**src/rtl/core/bmf_div.sv**
```systemverilog
module bmf_div #(
  parameter int NW = 17,
  parameter int DW = 9
) (
  input  logic          clk,
  input  logic          rst_n,
  input  logic          start,
  input  logic [NW-1:0] num,
  input  logic [DW-1:0] den,
  output logic          done,
  output logic [NW-1:0] quot
);

  localparam int CW = $clog2(NW + 1);

  logic [DW:0]   rem_r, rem_nxt;
  logic [NW-1:0] quo_r, quo_nxt;
  logic [CW-1:0] cnt_r, cnt_nxt;
  logic          busy_r, busy_nxt;
  logic          done_r, done_nxt;
  logic [DW:0]   trial;

  // One quotient bit per cycle, restoring form.
  always_comb begin
    trial    = {rem_r[DW-1:0], quo_r[NW-1]};
    rem_nxt  = rem_r;
    quo_nxt  = quo_r;
    cnt_nxt  = cnt_r;
    busy_nxt = busy_r;
    done_nxt = 1'b0;
    if (start) begin
      rem_nxt  = '0;
      quo_nxt  = num;
      cnt_nxt  = CW'(NW);
      busy_nxt = 1'b1;
    end else if (busy_r) begin
      if (trial >= {1'b0, den}) begin
        rem_nxt = trial - {1'b0, den};
        quo_nxt = {quo_r[NW-2:0], 1'b1};
      end else begin
        rem_nxt = trial;
        quo_nxt = {quo_r[NW-2:0], 1'b0};
      end
      cnt_nxt = cnt_r - 1'b1;
      if (cnt_r == CW'(1)) begin
        busy_nxt = 1'b0;
        done_nxt = 1'b1;
      end
    end
  end

  always_ff @(posedge clk) begin
    if (!rst_n) begin
      busy_r <= 1'b0;
      done_r <= 1'b0;
      cnt_r  <= '0;
    end else begin
      busy_r <= busy_nxt;
      done_r <= done_nxt;
      cnt_r  <= cnt_nxt;
    end
    rem_r <= rem_nxt;
    quo_r <= quo_nxt;
  end

  assign done = done_r;
  assign quot = quo_r;

endmodule

```
**config.mk**
```make
export PLATFORM = sky130hd
export DESIGN_NAME = bmf_div
export DESIGN_NICKNAME = d
export VERILOG_FILES = /design/src/rtl/core/bmf_div.sv
export SDC_FILE = /design/constraint.sdc
export NUM_CORES = 1
export LEC_CHECK = 0
export ABC_AREA = 1
export BUFFER_PORTS_ARGS = -buffer_cell sky130_fd_sc_hd__buf_2
export CAP_MARGIN = 0
export CORE_MARGIN = 3
export CORE_UTILIZATION = 53
export DETAILED_ROUTE_END_ITERATION = 6
export PLACE_DENSITY = 0.89
export SYNTH_ARGS = -nofsm -noshare
export SYNTH_HDL_FRONTEND = slang
export SYNTH_SLANG_ARGS = --single-unit
```
**constraint.sdc**
```tcl
create_clock -name clk -period 2.6 [get_ports clk]
set_input_delay 0.65 -clock clk [delete_from_list [all_inputs] [get_ports clk]]
set_output_delay 0.65 -clock clk [all_outputs]
set_load 0.005 [all_outputs]
```
* Yosys cells after proc, flatten, opt, wreduce, memory -nomap -nowiden
Index checks and enable logic that the tools add are counted.
** Word-level totals
- Input bits :: 29
- Word-level logic and storage cells :: 25
- Bits in registers :: 33
** Operators by class
- Equality and inequality tests :: 1
- $lt $le $gt $ge :: 1
- Multiplexer cells :: 10
- Reductions and logical operators :: 3
- Bitwise gates (word level) :: 2
- Add/subtract/negate cells :: 2
** Operators by type and width (number)
- $mux 17 :: 2
- $ge 10x9->1 :: 1
- $mux 5 :: 2
- $mux 9 :: 1
- $sub 9x9->9 :: 1
- $eq 5x1->1 const B :: 1
- $mux 1 :: 5
- $sub 5x1->5 const B :: 1
- $reduce_or 3->1 :: 1
- $not 1->1 :: 2
- $reduce_bool 2->1 :: 1
- $reduce_or 2->1 :: 1

* Longest topological paths before layout
Gate-level depths: netlist of the first run.
- Depth in word-level cells :: 4
- Mapped depth :: 13
- Depth with buffers taken out :: 13

* Worst setup path before layout of the first run
Ideal clock, no wire load.
- Path type :: input port to flip-flop
- Start point :: in den[0]
- End point :: reg quo_r[0], in the netlist quot[0] (data pin)
- Cell stages on the path :: 10
- Data arrival time :: 1740 ps
- Buffers on the path :: 1
- Required time :: 2332 ps
- Library setup time :: 268 ps
- Setup slack :: 592 ps
- Cells stage by stage :: ha_1 > inv_1 > fa_1 > nand2_2 > nand2_2 > nand3_2 > nand2_2 > nand2_2 > buf_6 > a31oi_1
** On the way
- Cells in the longest elaborated chain, start to end :: 4
** RTL lines
- start, declared :: line 9 : input logic [DW-1:0] den,
- $ge 10x9->1 :: line 37 : if (trial >= {1'b0, den}) begin
- $mux 1 :: line 37
- $mux 17 :: line 36 : end else if (busy_r) begin
- $mux 17 :: line 31 : if (start) begin
- named net quo_nxt[0] :: line 17 : logic [NW-1:0] quo_r, quo_nxt;
- end signal, assigned :: line 63 : quo_r <= quo_nxt;
- end, declared :: line 17
The timed path passes the listed nets, and every way through them passes these cells. The select of a mux whose other input is x is not followed.
A chain may end at the register's enable or synchronous reset.

* Final worst setup path of the first run
- Start point :: reg quo_r[16], in the netlist quot[16]
- End point :: reg rem_r[4]
** On the way
- Cells in the longest elaborated chain, start to end :: 2
- Elaborated cells on any way between the ends :: 3
- Classes of those cells :: add/sub: 1; order compare: 1; mux: 1
** RTL lines
- $sub 9x9->9 / $ge 10x9->1 (equally long branches) :: line 38, 37
- $mux 9 * :: line 37
- end signal, assigned :: line 62 : rem_r <= rem_nxt;
- end, declared :: line 16 : logic [DW:0] rem_r, rem_nxt;
Every way passes the cells marked *; elsewhere a longest branch is shown, timed or not.

==> results.cfg, run 1 <==
[outcome]
outcome = finished clean

[pwr]
switchingPower_mw = 0.318
p_leak_nw = 1.26
combPwrFrac = 0.169
p_sw_frac = 0.262
power.ir.vdd_worst_uv = 410
power_mw = 1.21
power_frac_clock = 0.323
p_seq_frac = 0.508
internal-power_mw = 0.897
power-per-cell-area_mw_per_mm2 = 529

[synthesis]
synthXorXnorAreaFrac = 0.0180
yosysWarnings = 0
synth_edf_count = 17
syn_nets = 300
synth_top_family_by_area = simple AND/OR/NAND/NOR gates
ys_ff_latch = 33
synth-simple-area-share = 0.356
synth-adder-area-share = 0.0811
synth_ff_type = edfxtp_1
syn_avg_cell_area_sq_um = 7.51
synth_mux_area_frac = 0
ys_seq_area_frac = 0.427
synth_area_sq_mm = 0.00194
synth-async-reset-ratio = 0
synth_cell_types = 30
synthCells = 259
synth_compound_area_frac = 0.0354

[setup_path]
slowest_stage = fa_1
cpPeakStageDelay_ps = 410
critPathKind = flip-flop to flip-flop
arrival_ps = 2250
critical_path.max_fanout = 11
worst-endpoint-required_ps = 2820
cp_cell_sequence = inv_1 > ha_1 > inv_1 > fa_1 > nand2_2 > nand2_2 > nand3_2 > nand2_2 > nand2_2 > nand2_2 > nand2_1 > nand3_1 > nand2_1
crit_path_start_kind = flip-flop
end_kind = flip-flop
crit_path_frequent_cell = nand2_2

[floorplanning]
core-area_sq_mm = 0.00344
die_w_microns = 66.6
die_h_microns = 66.6
initial_core_util = 0.565
die_area_sq_mm = 0.00443
rows = 21
pin_count = 47

[global_route]
gr-usage-met2 = 0.316
grt_pass1_vias = 1547
grt_pass1_wl_microns = 6450
use_met3 = 0.0472
busiest_layer = met2
grt.met1_usage = 0.239
track_usage = 0.190
overflow = 0
grt_max_degree = 22
antenna_found_initial = 0

[routing]
drt_iter0_drc = 135
wl_per_cell_microns = 11.3
drc = 0
route.final.wire_length_microns = 3990
drt_first_pass_iters = 4
viasPerCell = 4.84
vias = 1714
antenna_left = 0

[sta]
min_period_over_period = 0.780
tightest_slew_ps = 676
finalHoldViolCount = 0
skew_ps = 4.86
rsz0062_at_grt = false
layout_min_cycle_time_ps = 2030
maxSlewHeadroom = 0.549
max_freq_ghz = 0.493
timing.setup.tns_ps = 0
slew_viol_final = 0
finalSetupViolations = 0

[clocking]
cts_resized = 0
htreeDepth = 2
cts.clk_slew.worst_paths_ps = 70
clockRootBuffer = clkbuf_8
clkLatencyLatePin_ps = 280
clockBufferDepth = 2
cts_setup_buffers = 0
hold_buffers = 0
cts_buffers = 5
tritoncts = done
numClockSinks = 33

[placed_design]
portBuffers = 46
hpwl_microns = 2990
routabilityCongestion = 0.866

[flow_run]
cap_violations = 0

[finish]
final.fill_count = 315
fin_nets = 348
diodes = 0
syn_to_final_growth_pct = 18.0
drive_above_1_share = 0.208

[worst_hold_path]
hp-class = flip-flop to flip-flop
[critical path, delay by kind of cell (launching register included)]
family,cells,cell delay (ps)
adder cells (fa/ha/maj),2,560
buffers and inverters,2,160
AND/OR/NAND/NOR,9,860
flip-flops,1,380
[metal layers]
| layer | part of all wire | vias to the layer above |
|---|---|---|
| met1 | 0.45 | 767 |
| met4 | 0.011 | 0 |
| met2 | 0.50 | 28 |
| met5 | 0 | - |
| met3 | 0.040 | 5 |
| li1 | - | 914 |
[area by class of cell]
cell class              count  area [sq um]  share of cell area
multi-input cells         187           955               0.416
flip-flops and latches     33           831               0.362
repair buffers             47           238               0.104
inverters                  33           124              0.0540
clock buffers               8          90.1              0.0393
well taps                  46          57.6              0.0251
[sequential cells by signal, summed over array words and instances, names as in the netlist]
name,cells
quot,17
rem_r,9
cnt_r,5
busy_r,1
done,1
[power groups by stage]
stage / combinational [mW] / clock [mW] / sequential, mW
2_1_floorplan: 0.126 / 0 / 0.628
3_3_place_gp: 0.201 / 0 / 0.626
3_5_place_dp: 0.206 / 0 / 0.627
4_1_cts: 0.208 / 0.392 / 0.617
5_1_grt: 0.236 / 0.415 / 0.621
6_report: 0.205 / 0.392 / 0.617
[synth_stat cells, types with 2 or more instances]
cell type | count | area [sq um]
xnor2_1 | 2 | 17.5
nand2_2 | 5 | 31.3
xor2_1 | 2 | 17.5
o21ai_0 | 2 | 10.0
nand3b_1 | 9 | 67.6
inv_1 | 31 | 116
clkbuf_1 | 3 | 11.3
ha_1 | 11 | 138
edfxtp_1 | 17 | 510
nor2_2 | 2 | 12.5
a21oi_1 | 6 | 30.0
dfxtp_1 | 16 | 320
nand3_1 | 18 | 90.1
nor3_1 | 2 | 10.0
nor2_1 | 11 | 41.3
nand2_1 | 108 | 405
[through the flow]
stage,std cells,utilization,worst slack [ps],hold slack [ps],instance area [sq um]
after floorplan,259,-,592,442,1940
after global placement,346,0.640,413,468,2200
after detailed placement,346,0.640,363,470,2200
after CTS,354,0.667,581,480,2290
after global routing,354,0.667,390,510,2290
final,354,0.667,573,481,2290
[cells by family after synthesis]
logic type / count (synthesis)
compound gates: 12
xor+xnor: 4
fa+ha+maj: 12
buf+inv: 39
flops: 33
simple gates: 159
[cell usage in the layout, fill, tap and decap left out, drive strengths merged]
master	synthesis	final
a211oi	1	1
a21oi	6	6
a31oi	1	1
and3	1	1
buf	3	47
clkbuf	3	8
clkinv	1	1
dfxtp	16	16
edfxtp	17	17
fa	1	1
ha	11	11
inv	32	32
nand2	113	113
nand3	19	19
nand3b	9	9
nor2	13	13
nor3	3	3
o211ai	1	1
o21a	1	1
o21ai	2	2
or2	1	1
xnor2	2	2
xor2	2	2
[path summary, 6_finish.rpt]
path	cells past startpoint	from	to	slack, ps
max	13	quot[16]$_DFFE_PP_	rem_r[4]$_SDFFE_PP0P_	570
max reg2reg	13	quot[16]$_DFFE_PP_	rem_r[4]$_SDFFE_PP0P_	570
min reg2reg	2	rem_r[8]$_SDFFE_PP0P_	rem_r[8]$_SDFFE_PP0P_	480
min	2	rem_r[8]$_SDFFE_PP0P_	rem_r[8]$_SDFFE_PP0P_	480
(Power assumes the default switching activity.)
==> run 2, diff against run 1 <==
clock period = 2.1 ns   (was 2.6 ns; I/O delays follow)
==> run 2 against run 1 <==
Sequential power rose by 24%; cell count up 1.1%; wire length is 6.5% higher; power grew 24%; sequential share of layout area shrank 0.62 points; largest cell class unchanged.
==> results.cfg, run 2 (synthesized netlist as in run 1, its figures left out) <==
[floorplanning]
die_w_microns = 66.6
core-area_sq_mm = 0.00344
die_area_sq_mm = 0.00443
rows = 21
pin_count = 47
initial_core_util = 0.565
die_h_microns = 66.6

[sta]
slew_viol_final = 0
tightest_slew_ps = 676
rsz0062_at_grt = false
hold_slack_ps = 475
skew_ps = 4.48
timing.final.ws_setup_ps = 178
maxSlewHeadroom = 0.549
finalHoldViolCount = 0
min_period_over_period = 0.915
timing.setup.tns_ps = 0
finalSetupViolations = 0
max_freq_ghz = 0.520
layout_min_cycle_time_ps = 1920

[placed_design]
portBuffers = 46
post-place-ws_ps = -34.7
placedCellCount = 349
routabilityCongestion = 0.841
hpwl_microns = 3250

[flow_run]
cap_violations = 0

[routing]
drt_iter0_drc = 128
wl_met2_microns = 2210
drc = 0
vias = 1766
viasPerCell = 4.93
antenna_left = 0
wl_per_cell_microns = 11.9
wl_met3_microns = 136
topRoutingLayerUsed = met4
route.final.wire_length_microns = 4250
met1Wirelength_microns = 1860
drt_first_pass_iters = 4

[clocking]
htreeDepth = 2
cts_setup_buffers = 0
clockRootBuffer = clkbuf_8
cts.clk_slew.worst_paths_ps = 60
tritoncts = done
clkLatencyLatePin_ps = 280
cts_buffers = 5
clockBufferDepth = 2
numClockSinks = 33

[finish]
largest_reg_flops = 17
syn_to_final_growth_pct = 20.1
diodes = 0
layout.cells.non_filler = 358
drive_above_1_share = 0.221
final_cell_mix = nand2_1 (108), buf_2 (46), inv_1 (31)
final_common_cell = nand2_1
fin_nets = 352
final.fill_count = 304
finish.utilization = 0.678

[pwr]
p_leak_nw = 1.29
power-per-cell-area_mw_per_mm2 = 645
switchingPower_mw = 0.398
p_sw_frac = 0.264
combPwrFrac = 0.176
power_frac_clock = 0.317
p_seq_frac = 0.508
internal-power_mw = 1.11
power.ir.vdd_worst_uv = 526

[worst_hold_path]
hp-class = flip-flop to flip-flop

[global_route]
overflow = 0
grt_pass1_vias = 1557
track_usage = 0.200
antenna_found_initial = 0
grt_pass1_wl_microns = 6680
grt_max_degree = 19

[setup_path]
crit_path_start_kind = flip-flop
worst-endpoint-required_ps = 2330
critPathKind = flip-flop to flip-flop
arrival_ps = 2150
critical_path.max_fanout = 9
end_kind = flip-flop

[outcome]
outcome = finished clean
## run 2: cell count changes in the layout (fill, tap and decap cells not counted)
cell and change:
clkinv_1 +1, buf_4 +3, clkbuf_1 -2, nand2_4 +2, clkinv_2 +1, nand2_2 -1
## run 2: final cells by class
cell class                      instances  area [sq um]  share of cell area
Multi-Input combinational cell        188           971               0.416
Sequential cell                        33           831               0.356
Timing Repair Buffer                   50           260               0.111
Inverter                               33           124              0.0531
Clock buffer                            6          82.6              0.0354
Tap cell                               46          57.6              0.0247
Clock inverter                          2          8.76             0.00375
## run 2: path summary, 6_finish.rpt
check / startpoint / end / cells after the start / slack (ps)
hold / removal: rem_r[1]$_SDFFE_PP0P_ / rem_r[1]$_SDFFE_PP0P_ / 2 / 470
hold reg to reg: rem_r[1]$_SDFFE_PP0P_ / rem_r[1]$_SDFFE_PP0P_ / 2 / 470
setup reg to reg: quot[16]$_DFFE_PP_ / rem_r[5]$_SDFFE_PP0P_ / 13 / 180
setup / recovery: quot[16]$_DFFE_PP_ / rem_r[5]$_SDFFE_PP0P_ / 13 / 180
## run 2: critical path, stage by stage, from the launching register on
cell,delay [ps]
edfxtp_1,380
inv_1,110
ha_1,150
inv_1,60
fa_1,410
nand2_2,90
nand2_2,70
nand3_2,80
nand2_2,90
nand2_4,120
nand2_4,90
nand2_1,70
nand3_1,70
nand2_1,80
## run 2: what timing repair did
action	in CTS	in global routing
gates resized for setup	0	2
hold buffers	0	0
endpoints found under the setup margin	0	9
endpoints found under the hold margin	0	0
## run 2: through the flow
stage	cell area, sq um	power [mW]
after CTS	2320	1.51
after detailed placement	2230	1.04
after global routing	2330	1.59
after floorplan	1940	0.933
final	2330	1.51
after global placement	2230	1.03
## run 2: power by group through the flow
stage | Sequential [mW] | Clock, mW | Combinational, mW
CTS | 0.764 | 0.486 | 0.264
global route | 0.770 | 0.520 | 0.300
floorplan | 0.777 | 0 | 0.156
global placement | 0.775 | 0 | 0.254
detailed placement | 0.777 | 0 | 0.261
finish | 0.764 | 0.477 | 0.265
## run 2: layer usage
| metal | vias up | track usage |
|---|---|---|
| li1 | 919 | - |
| met1 | 807 | 0.241 |
| met2 | 34 | 0.339 |
| met3 | 6 | 0.0438 |
| met4 | 0 | 0.0888 |
| met5 | - | 0 |
==> run 3, diff against run 2 <==
GPL_TIMING_DRIVEN = 0   (was default)
PLACE_DENSITY = 0.79   (was 0.89)
==> run 3 against run 2 <==
Cell count up 0.28%; wire length is 4.6% lower; hold slack lost 6.6 ps; final area shrank 0.75%; sequential share of layout area rose by 0.27 points; combinational power is 3% lower; sequential power is essentially flat; sequential cell count unchanged; core utilization fell by 0.51 points; critical path type unchanged; largest power group unchanged; highest routed layer unchanged.
==> results.cfg, run 3 (synthesized netlist as in run 1, its figures left out) <==
[clocking]
cts.clk_slew.worst_paths_ps = 70
cts_buffers = 5
clkLatencyLatePin_ps = 280
clockBufferDepth = 2
clockRootBuffer = clkbuf_8
htreeDepth = 2
numClockSinks = 33
tritoncts = done
hold_buffers = 0

[worst_hold_path]
hp-class = flip-flop to flip-flop

[finish]
syn_to_final_growth_pct = 19.2
drive_above_1_share = 0.217
diodes = 0
fin_nets = 353
final.fill_count = 300
layout.cells.non_filler = 359
largest_reg_flops = 17
final_common_cell = nand2_1
final_cell_mix = nand2_1 (108), buf_2 (47), inv_1 (31)

[routing]
drc = 0
drt_iter0_drc = 112
vias = 1738
route.final.wire_length_microns = 4050
antenna_left = 0
wl_per_cell_microns = 11.3
viasPerCell = 4.84
drt_first_pass_iters = 4

[setup_path]
crit_path_frequent_cell = nand2_2
r2r_setup_slack_ps = 200
slowest_stage = edfxtp_1
end_kind = flip-flop
critical_path.max_fanout = 10
cp.buffers_inverters = 3
critPathKind = flip-flop to flip-flop
arrival_ps = 1910
cp_top_family = adder cells
worst-endpoint-required_ps = 2110
cpPeakStageDelay_ps = 400
crit_path_start_kind = flip-flop
cp_cell_sequence = inv_1 > ha_1 > inv_1 > fa_2 > nand2_2 > nand2_2 > nand3_2 > nand2_2 > nand2_2 > buf_6 > a31oi_1

[sta]
finalHoldViolCount = 0
slew_viol_final = 0
tightest_slew_ps = 665
layout_min_cycle_time_ps = 1900
skew_ps = 8.49
timing.setup.tns_ps = 0
rsz0062_at_grt = false
maxSlewHeadroom = 0.556
max_freq_ghz = 0.526
min_period_over_period = 0.905
finalSetupViolations = 0

[floorplanning]
pin_count = 47
die_area_sq_mm = 0.00443
initial_core_util = 0.565
die_h_microns = 66.6
rows = 21
die_w_microns = 66.6
core-area_sq_mm = 0.00344

[global_route]
overflow = 0
antenna_found_initial = 0
grt_max_degree = 19
grt_pass1_wl_microns = 6330
track_usage = 0.188
grt_pass1_vias = 1560

[outcome]
outcome = finished clean

[pwr]
power-per-cell-area_mw_per_mm2 = 633
p_leak_nw = 1.27
power.ir.vdd_worst_uv = 477

[placed_design]
placedCellCount = 351
portBuffers = 46
routabilityCongestion = 0.826
hpwl_microns = 3070

[flow_run]
cap_violations = 0
[run 3: cell count changes in the layout (fill, tap and decap cells not counted), sizes merged]
cell    previous run  this run
nand2            114       113
clkbuf             6         9
buf               50        49
[run 3: per-layer routing]
layer  GRT usage  part of all wire  up-vias
li1            -                 -      923
met1       0.225              0.45      773
met2       0.313              0.49       34
met3      0.0540             0.044        8
met4      0.0812             0.017        0
met5           0                 0        -
[run 3: worst paths after layout]
kind / cells past startpoint / start / end
min: 2 / rem_r[5]$_SDFFE_PP0P_ / rem_r[5]$_SDFFE_PP0P_
min reg2reg: 2 / rem_r[5]$_SDFFE_PP0P_ / rem_r[5]$_SDFFE_PP0P_
max: 11 / quot[16]$_DFFE_PP_ / quot[0]$_DFFE_PP_
max reg2reg: 11 / quot[16]$_DFFE_PP_ / quot[0]$_DFFE_PP_
[run 3: stage by stage]
step	util	instance area (sq um)	total power [mW]	setup WS [ps]	hold WS, ps
finish	0.673	2320	1.47	199	468
global route	0.673	2320	1.55	54.0	489
global placement	0.648	2230	1.02	25.9	458
detailed placement	0.648	2230	1.03	19.2	463
CTS	0.672	2310	1.47	146	471
floorplan	-	1940	0.933	217	442
[run 3: where the power goes]
| part | internal (mW) | switching (mW) |
|---|---|---|
| logic | 0.109 | 0.147 |
| clock network | 0.229 | 0.218 |
| registers | 0.736 | 0.0275 |
| total | 1.07 | 0.392 |
[run 3: cell type report]
type                    instances  area (sq um)  area share
plain buffers                   6          35.0      0.0151
clock buffers                   6          72.6      0.0313
clock inverters                 2          10.0     0.00432
inverters                      33           124      0.0535
multi-input cells             187           957       0.413
flip-flops and latches         33           831       0.359
well taps                      46          57.6      0.0248
repair buffers                 46           230      0.0994
[run 3: what timing repair did]
item	CTS	global route
endpoints found under the setup margin	0	3
gates resized for setup	0	1
setup buffers	0	0
[run 3: worst reg2reg max path, cell delays in order (launching register included)]
cell and delay (ps):
edfxtp_1 400, inv_1 90, ha_1 140, inv_1 60
fa_2 360, nand2_2 80, nand2_2 70, nand3_2 80
nand2_2 60, nand2_2 70, buf_6 140, a31oi_1 80
